## src/sv/i2cm_pkg.sv

```systemverilog
// Shared types and constants of the I2C bit-level master.
// Used by i2cm_seq and i2c_bit_level_master; depends on nothing else.
`default_nettype none

package i2cm_pkg;

    // Command codes carried with each tick.
    localparam logic [2:0] OP_TICK  = 3'd0;
    localparam logic [2:0] OP_START = 3'd1;
    localparam logic [2:0] OP_STOP  = 3'd2;
    localparam logic [2:0] OP_WRITE = 3'd3;
    localparam logic [2:0] OP_READ  = 3'd4;

    // Configuration register indexes.
    localparam int unsigned CFG_INDEX_W = 8;
    localparam logic [CFG_INDEX_W-1:0] REG_HALF_PERIOD = 8'd0;
    localparam logic [CFG_INDEX_W-1:0] REG_ACK_POLL    = 8'd1;

    localparam logic [15:0] HALF_PERIOD_RESET = 16'd5;
    localparam logic [9:0]  ACK_POLL_RESET    = 10'd200;

    localparam int unsigned S_TDATA_W = 16;
    localparam int unsigned S_TUSER_W = 3;
    localparam int unsigned M_TDATA_W = 16;
    localparam int unsigned CFG_DATA_W = 16;

    typedef enum logic [14:0] {
        PH_IDLE      = 15'b000000000000001,
        PH_ST_HOLD   = 15'b000000000000010,
        PH_ST_LOW    = 15'b000000000000100,
        PH_SP_LOW    = 15'b000000000001000,
        PH_SP_HIGH   = 15'b000000000010000,
        PH_SP_REL    = 15'b000000000100000,
        PH_WR_LOW    = 15'b000000001000000,
        PH_WR_HIGH   = 15'b000000010000000,
        PH_WR_REL    = 15'b000000100000000,
        PH_WR_ACKDLY = 15'b000001000000000,
        PH_WR_POLL   = 15'b000010000000000,
        PH_RD_HIGH   = 15'b000100000000000,
        PH_RD_LOW    = 15'b001000000000000,
        PH_AK_LOW    = 15'b010000000000000,
        PH_AK_HIGH   = 15'b100000000000000
    } phase_t;

    typedef struct packed {
        logic [2:0] operation;
        logic [7:0] tx_byte;
        logic       send_ack;
        logic       sda_in;
    } item_t;

    typedef struct packed {
        logic       ack_missing;
        logic [7:0] rx_byte;
        logic       done_res;
        logic       busy_res;
        logic       sda_out;
        logic       scl_out;
    } result_t;

    typedef struct packed {
        logic [15:0] half_period_ticks;
        logic [9:0]  ack_poll_limit;
    } cfg_t;

endpackage

`default_nettype wire

```

## src/sv/i2cm_seq.sv

```systemverilog
// Bus sequencer of the I2C master: sequence state registers and the per-tick step logic.
// Depends on i2cm_pkg.
`default_nettype none

module i2cm_seq (
    input  wire logic              aclk,
    input  wire logic              aresetn,
    input  wire logic              step_en,
    input  wire i2cm_pkg::item_t   item,
    input  wire i2cm_pkg::cfg_t    cfg,
    output i2cm_pkg::result_t      result
);

    i2cm_pkg::phase_t phase_reg, phase_next;
    logic [15:0] delay_reg, delay_next;
    logic [9:0]  poll_reg, poll_next;
    logic [3:0]  bit_idx_reg, bit_idx_next;
    logic [7:0]  shift_reg, shift_next;
    logic        scl_reg, scl_next;
    logic        sda_reg, sda_next;
    logic        ack_choice_reg, ack_choice_next;
    logic [7:0]  rx_hold_reg, rx_hold_next;
    logic        nack_reg, nack_next;
    logic        done;

    always_comb begin
        logic [9:0] pc;
        logic [3:0] bit_inc;
        pc              = (phase_reg == i2cm_pkg::PH_WR_ACKDLY) ? 10'd0 : poll_reg;
        bit_inc         = bit_idx_reg + 4'd1;
        phase_next      = phase_reg;
        delay_next      = delay_reg;
        poll_next       = poll_reg;
        bit_idx_next    = bit_idx_reg;
        shift_next      = shift_reg;
        scl_next        = scl_reg;
        sda_next        = sda_reg;
        ack_choice_next = ack_choice_reg;
        rx_hold_next    = rx_hold_reg;
        nack_next       = nack_reg;
        done            = 1'b0;

        if (phase_reg == i2cm_pkg::PH_IDLE) begin
            case (item.operation)
                i2cm_pkg::OP_START: begin
                    sda_next   = 1'b1;
                    scl_next   = 1'b1;
                    phase_next = i2cm_pkg::PH_ST_HOLD;
                    delay_next = cfg.half_period_ticks;
                end
                i2cm_pkg::OP_STOP: begin
                    sda_next   = 1'b0;
                    phase_next = i2cm_pkg::PH_SP_LOW;
                    delay_next = cfg.half_period_ticks;
                end
                i2cm_pkg::OP_WRITE: begin
                    nack_next    = 1'b0;
                    bit_idx_next = 4'd0;
                    scl_next     = 1'b0;
                    sda_next     = item.tx_byte[7];
                    shift_next   = {item.tx_byte[6:0], 1'b0};
                    phase_next   = i2cm_pkg::PH_WR_LOW;
                    delay_next   = cfg.half_period_ticks;
                end
                i2cm_pkg::OP_READ: begin
                    ack_choice_next = item.send_ack;
                    sda_next        = 1'b1;
                    shift_next      = 8'd0;
                    bit_idx_next    = 4'd0;
                    scl_next        = 1'b1;
                    phase_next      = i2cm_pkg::PH_RD_HIGH;
                    delay_next      = cfg.half_period_ticks;
                end
                default: begin
                end
            endcase
        end else if (phase_reg != i2cm_pkg::PH_WR_REL && phase_reg != i2cm_pkg::PH_WR_POLL
                     && delay_reg > 16'd1) begin
            delay_next = delay_reg - 16'd1;
        end else begin
            case (phase_reg)
                i2cm_pkg::PH_ST_HOLD: begin
                    sda_next   = 1'b0;
                    phase_next = i2cm_pkg::PH_ST_LOW;
                    delay_next = cfg.half_period_ticks;
                end
                i2cm_pkg::PH_ST_LOW: begin
                    scl_next   = 1'b0;
                    phase_next = i2cm_pkg::PH_IDLE;
                    done       = 1'b1;
                end
                i2cm_pkg::PH_SP_LOW: begin
                    scl_next   = 1'b1;
                    phase_next = i2cm_pkg::PH_SP_HIGH;
                    delay_next = cfg.half_period_ticks;
                end
                i2cm_pkg::PH_SP_HIGH: begin
                    sda_next   = 1'b1;
                    phase_next = i2cm_pkg::PH_SP_REL;
                    delay_next = cfg.half_period_ticks;
                end
                i2cm_pkg::PH_SP_REL: begin
                    phase_next = i2cm_pkg::PH_IDLE;
                    done       = 1'b1;
                end
                i2cm_pkg::PH_WR_LOW: begin
                    scl_next   = 1'b1;
                    phase_next = i2cm_pkg::PH_WR_HIGH;
                    delay_next = cfg.half_period_ticks;
                end
                i2cm_pkg::PH_WR_HIGH: begin
                    scl_next     = 1'b0;
                    bit_idx_next = bit_inc;
                    if (bit_inc < 4'd8) begin
                        sda_next   = shift_reg[7];
                        shift_next = {shift_reg[6:0], 1'b0};
                        phase_next = i2cm_pkg::PH_WR_LOW;
                        delay_next = cfg.half_period_ticks;
                    end else begin
                        // Release SDA in PH_WR_REL before SCL rises for the ACK bit.
                        sda_next   = 1'b1;
                        phase_next = i2cm_pkg::PH_WR_REL;
                    end
                end
                i2cm_pkg::PH_WR_REL: begin
                    scl_next   = 1'b1;
                    phase_next = i2cm_pkg::PH_WR_ACKDLY;
                    delay_next = cfg.half_period_ticks;
                end
                i2cm_pkg::PH_WR_ACKDLY, i2cm_pkg::PH_WR_POLL: begin
                    poll_next = pc;
                    if (!item.sda_in) begin
                        scl_next   = 1'b0;
                        phase_next = i2cm_pkg::PH_IDLE;
                        done       = 1'b1;
                    end else if (pc >= cfg.ack_poll_limit) begin
                        // No ACK within the poll budget: flag it and run a stop.
                        scl_next   = 1'b0;
                        sda_next   = 1'b0;
                        nack_next  = 1'b1;
                        phase_next = i2cm_pkg::PH_SP_LOW;
                        delay_next = cfg.half_period_ticks;
                    end else begin
                        poll_next  = pc + 10'd1;
                        phase_next = i2cm_pkg::PH_WR_POLL;
                    end
                end
                i2cm_pkg::PH_RD_HIGH: begin
                    shift_next = {shift_reg[6:0], item.sda_in};
                    scl_next   = 1'b0;
                    phase_next = i2cm_pkg::PH_RD_LOW;
                    delay_next = cfg.half_period_ticks;
                end
                i2cm_pkg::PH_RD_LOW: begin
                    bit_idx_next = bit_inc;
                    if (bit_inc < 4'd8) begin
                        scl_next   = 1'b1;
                        phase_next = i2cm_pkg::PH_RD_HIGH;
                    end else begin
                        sda_next   = !ack_choice_reg;
                        phase_next = i2cm_pkg::PH_AK_LOW;
                    end
                    delay_next = cfg.half_period_ticks;
                end
                i2cm_pkg::PH_AK_LOW: begin
                    scl_next   = 1'b1;
                    phase_next = i2cm_pkg::PH_AK_HIGH;
                    delay_next = cfg.half_period_ticks;
                end
                i2cm_pkg::PH_AK_HIGH: begin
                    scl_next     = 1'b0;
                    sda_next     = 1'b1;
                    rx_hold_next = shift_reg;
                    phase_next   = i2cm_pkg::PH_IDLE;
                    done         = 1'b1;
                end
                default: begin
                    phase_next = i2cm_pkg::PH_IDLE;
                end
            endcase
        end
    end

    always_ff @(posedge aclk) begin
        if (!aresetn) begin
            phase_reg      <= i2cm_pkg::PH_IDLE;
            delay_reg      <= 16'd0;
            poll_reg       <= 10'd0;
            bit_idx_reg    <= 4'd0;
            shift_reg      <= 8'd0;
            scl_reg        <= 1'b1;
            sda_reg        <= 1'b1;
            ack_choice_reg <= 1'b0;
            rx_hold_reg    <= 8'd0;
            nack_reg       <= 1'b0;
        end else if (step_en) begin
            phase_reg      <= phase_next;
            delay_reg      <= delay_next;
            poll_reg       <= poll_next;
            bit_idx_reg    <= bit_idx_next;
            shift_reg      <= shift_next;
            scl_reg        <= scl_next;
            sda_reg        <= sda_next;
            ack_choice_reg <= ack_choice_next;
            rx_hold_reg    <= rx_hold_next;
            nack_reg       <= nack_next;
        end
    end

    always_comb begin
        result.scl_out     = scl_next;
        result.sda_out     = sda_next;
        result.busy_res    = (phase_next != i2cm_pkg::PH_IDLE);
        result.done_res    = done;
        result.rx_byte     = rx_hold_next;
        result.ack_missing = nack_next;
    end

endmodule

`default_nettype wire

```

## src/sv/i2c_bit_level_master.sv

```systemverilog
// Top level of the I2C bit-level master: stream ports, input and result registers,
// configuration registers. Depends on i2cm_pkg and i2cm_seq.
//
//  Channel   Direction  Handshake           Payload
//  s_        in         s_tvalid/s_tready   tuser: operation; tdata: tx_byte, send_ack, sda_in
//  m_        out        m_tvalid/m_tready   tdata: scl, sda, busy, done, rx_byte, ack_missing
//  cfg_      in         cfg_valid/cfg_ready cfg_index, cfg_data
//
// One tick item per cycle is sustained while the result is not stalled; each item lands
// in the input register, is stepped through the sequencer once the result register can
// take it and is then offered from the result register.
// A stalled result holds the result register and the sequencer; the input register
// still takes one more item. Reset (aresetn low) empties both registers and restores
// the sequencer and configuration to their reset values.
`default_nettype none

module i2c_bit_level_master (
    input  wire logic                                aclk,
    input  wire logic                                aresetn,
    input  wire logic                                s_tvalid,
    output logic                                     s_tready,
    input  wire logic [i2cm_pkg::S_TDATA_W-1:0]      s_tdata,   // tx_byte[7:0], send_ack, sda_in
    input  wire logic [i2cm_pkg::S_TUSER_W-1:0]      s_tuser,   // operation[2:0]
    output logic                                     m_tvalid,
    input  wire logic                                m_tready,
    // scl_out, sda_out, busy_res, done_res, rx_byte[7:0], ack_missing, zero fill
    output logic [i2cm_pkg::M_TDATA_W-1:0]           m_tdata,
    input  wire logic                                cfg_valid,
    output logic                                     cfg_ready,
    input  wire logic [i2cm_pkg::CFG_INDEX_W-1:0]    cfg_index,
    input  wire logic [i2cm_pkg::CFG_DATA_W-1:0]     cfg_data
);

    logic              in_valid_reg;
    i2cm_pkg::item_t   in_item_reg;
    logic              out_valid_reg;
    i2cm_pkg::result_t out_res_reg;
    i2cm_pkg::cfg_t    cfg_reg;
    i2cm_pkg::result_t step_res;
    logic              advance;

    assign advance   = in_valid_reg && (!out_valid_reg || m_tready);
    assign s_tready  = !in_valid_reg || advance;
    assign cfg_ready = 1'b1;

    always_ff @(posedge aclk) begin
        if (!aresetn) begin
            in_valid_reg <= 1'b0;
        end else if (s_tready) begin
            in_valid_reg <= s_tvalid;
        end
    end

    always_ff @(posedge aclk) begin
        if (s_tready && s_tvalid) begin
            in_item_reg.operation <= s_tuser[2:0];
            in_item_reg.tx_byte   <= s_tdata[7:0];
            in_item_reg.send_ack  <= s_tdata[8];
            in_item_reg.sda_in    <= s_tdata[9];
        end
    end

    always_ff @(posedge aclk) begin
        if (!aresetn) begin
            cfg_reg.half_period_ticks <= i2cm_pkg::HALF_PERIOD_RESET;
            cfg_reg.ack_poll_limit    <= i2cm_pkg::ACK_POLL_RESET;
        end else if (cfg_valid) begin
            if (cfg_index == i2cm_pkg::REG_HALF_PERIOD) begin
                cfg_reg.half_period_ticks <= cfg_data;
            end else if (cfg_index == i2cm_pkg::REG_ACK_POLL) begin
                cfg_reg.ack_poll_limit <= cfg_data[9:0];
            end
        end
    end

    i2cm_seq u_seq (
        .aclk    (aclk),
        .aresetn (aresetn),
        .step_en (advance),
        .item    (in_item_reg),
        .cfg     (cfg_reg),
        .result  (step_res)
    );

    always_ff @(posedge aclk) begin
        if (!aresetn) begin
            out_valid_reg <= 1'b0;
        end else if (advance) begin
            out_valid_reg <= 1'b1;
        end else if (m_tready) begin
            out_valid_reg <= 1'b0;
        end
    end

    always_ff @(posedge aclk) begin
        if (advance) begin
            out_res_reg <= step_res;
        end
    end

    assign m_tvalid = out_valid_reg;
    assign m_tdata  = {3'd0, out_res_reg};

endmodule

`default_nettype wire
```

## config.mk

```make
export PLATFORM = sky130hd
export DESIGN_NAME = i2c_bit_level_master
export DESIGN_NICKNAME = d
export VERILOG_FILES = /design/src/sv/i2cm_pkg.sv /design/src/sv/i2cm_seq.sv /design/src/sv/i2c_bit_level_master.sv
export SDC_FILE = /design/constraint.sdc
export NUM_CORES = 1
export LEC_CHECK = 0
export BUFFER_PORTS_ARGS = -buffer_cell sky130_fd_sc_hd__buf_2
export CAP_MARGIN = 5
export CORE_AREA = 2 2 134 136
export DETAILED_ROUTE_END_ITERATION = 7
export DIE_AREA = 0 0 136 138
export MAX_ROUTING_LAYER = met4
export PLACE_DENSITY_LB_ADDON = 0.25
export SLEW_MARGIN = 20
export SYNTH_ARGS = -nofsm -noshare
export SYNTH_HDL_FRONTEND = slang
export SYNTH_SLANG_ARGS = --single-unit
```

## constraint.sdc

```tcl
create_clock -name aclk -period 6.8 [get_ports aclk]
set_clock_uncertainty 0.05 [all_clocks]
set_input_delay 0.68 -clock aclk [delete_from_list [all_inputs] [get_ports aclk]]
set_output_delay 0.68 -clock aclk [all_outputs]
set_load 0.05 [all_outputs]
```

==> impl_metrics.json <==
{
  "coreArea_sq_um": 17500,
  "slew_violations": 0,
  "die_w_um": 136,
  "totalNegativeSetupSlack_ps": 0,
  "firstDrtPassIters": 5,
  "design_area_sq_um": 7730,
  "ys_top_cells_by_area": "dfxtp_1 27%, edfxtp_1 12%, nor2_1 5.6%",
  "power_mw": 2.20,
  "nets": 878,
  "diodes": 0,
  "grt_setup_unrepaired": "no",
  "die_h_um": 138,
  "largest_reg_flops": 26,
  "grt_pass1_vias": 5729,
  "worst_pin_slew_ps": 1000,
  "antenna_found_initial": 0,
  "drv_cap": 0,
  "final_cells": 1059,
  "syn-instance-count": 787,
  "die_area_sq_um": 18800,
  "regArea_sq_um": 2640,
  "synthTopCellsByCount": "101 x nor2_1, 93 x dfxtp_1, 48 x nand2_1, 39 x nor3_1, 38 x a21oi_1",
  "ys_types": 78,
  "vias": 5997,
  "run_status": "finished clean",
  "area_delta_synth_final_pct": 14.1,
  "critPathLaunchType": "flip-flop",
  "critPathCaptureType": "flip-flop",
  "clkSlewWorstSetupHoldPaths_ps": 60,
  "seq_area_frac_synth": 0.390,
  "post-dp-hpwl_um": 12500,
  "io_pins": 67,
  "drive_gt1_frac": 0.157,
  "fillers": 1800,
  "synth_warnings": 0,
  "grt_overflow_total": 0,
  "vias_per_cell": 5.66,
  "worst_hold_path_type": "input port to flip-flop",
  "row_count": 49,
  "final_util": 0.441,
  "max_stage_delay_ps": 740,
  "insertion_delay_ps": 420,
  "multi_input_area_sq_um": 3800,
  "clockRootBuffer": "clkbuf_16",
  "critPathKind": "flip-flop to flip-flop",
  "netlist.area_leader.share": 0.275,
  "ys_ff_latch": 119,
  "path_cells": "or4_1, nor4_1, nand3_1, and2_1, ha_1, or4b_2, a21oi_1, a311oi_1, a32o_1, o311a_1, nor2_2, mux2i_1",
  "synth_flop_cell": "dfxtp_1",
  "wl_per_cell_um": 17.3,
  "routed_wl_um": 18300,
  "cts_tree": "built",
  "cp_max_fo": 12,
  "postPlaceCellArea_sq_um": 7150,
  "grt_use_total": 0.208,
  "grt_pass1_wl_um": 30300,
  "setup_viol": 0,
  "period_minus_slack_ps": 4880,
  "cts_resized": 0,
  "async_flop_share": 0,
  "cts_setup_buffers": 0,
  "synth_edf_count": 26,
  "htree_levels": 4,
  "placed_cells": 1027,
  "worstPathRequired_ps": 7100,
  "fmaxAchievable_mhz": 205,
  "start_util": 0.386,
  "cp.arrival_ps": 5180,
  "crit_slowest_cell": "or4_1",
  "grt_max_degree": 56,
  "portBuffers": 56,
  "max_slew_margin": 0.333,
  "p_leak_nw": 2.99,
  "synth_area_per_cell_sq_um": 8.60,
  "power_density_nw_per_um2": 284,
  "ctsLongestPathBuffers": 2,
  "drt_iter0_markers": 542,
  "drtAntennaViolNets": 0,
  "syn-cell-area_sq_um": 6770,
  "cts_sinks": 119,
  "drcViolationCount": 0,
  "finalCritPeriodShare": 0.718,
  "hold_violations": 0,
  "hold_buffers": 0,
  "cts_buffers": 17,
  "synthMostInstantiatedCell": "nor2_1",
  "peakVddDrop_mv": 0.182,
  "synth_top_area_cell": "dfxtp_1",
  "gp_congestion": 0.933
}
-- worst max-delay path, delay by kind of cell (launching register included) --
kind | cells | cell delay (ps)
and+or+nand+nor | 6 | 2920
DFF | 1 | 420
AOI/OAI and AO/OA | 4 | 960
adders and majority gates | 1 | 200
muxes | 1 | 250
-- layout make-up --
cell class	instances	share of cell area
well taps	229	0.0371
multi-input cells	591	0.491
inverters	23	0.0112
clock inverters	14	0.0165
clock buffers	18	0.0568
repair buffers	65	0.0450
flip-flops and latches	119	0.342
-- metal layers --
metal,GRT usage,share of wire,vias up
met5,-,0,-
met4,0.0647,0.011,0
met3,0.0378,0.042,15
met2,0.296,0.45,150
met1,0.298,0.50,2838
li1,-,-,2994
-- through the flow --
step | hold WS (ps) | setup WS (ps)
global route | 369 | 1550
finish | 384 | 1920
floorplan | 389 | 2770
global placement | 401 | 1920
CTS | 365 | 1900
detailed placement | 410 | 1940
-- report_power, final --
part,total (mW),internal (mW),switching [mW]
combinational,0.549,0.165,0.383
clock,0.863,0.513,0.350
sequential,0.783,0.754,0.0288
-- worst paths after layout --
path | start | depth (start not counted) | slack [ps] | end
max | u_seq.phase_reg[6] | 12 | 1920 | u_seq.delay_reg[1]
min | s_tdata[4] | 1 | 380 | in_item_reg[6]
max reg2reg | u_seq.phase_reg[6] | 12 | 1920 | u_seq.delay_reg[1]
min reg2reg | cfg_reg[6] | 2 | 420 | cfg_reg[6]
-- kinds of logic after synthesis --
family / share of synthesized area
mux: 0.0608
simple gates: 0.278
other cells: 0.00111
flops: 0.390
xor+xnor: 0.0181
compound gates: 0.177
buf+inv: 0.0512
fa+ha+maj: 0.0240
-- cells in the final DEF (no fill, tap or decap), types with 8 or more instances in the layout --
cell and count:
and4_1 8, nor2_1 100, o21ai_0 35, buf_2 56, and3_1 17, or4_1 8
and2_1 14, nand2b_1 9, inv_1 22, nor3_1 39, mux2_2 9, a211oi_1 15
nand2_1 48, dfxtp_1 93, buf_4 9, edfxtp_1 26, a21oi_1 38, clkbuf_16 17
mux2i_1 31, xor2_1 9, o31ai_1 14, nor2b_1 12, ha_1 13, nand3_1 21
a31oi_1 9, nand4_1 17, nor4_1 15, o311ai_0 8
Note: power is estimated with default switching activity, not from simulation.
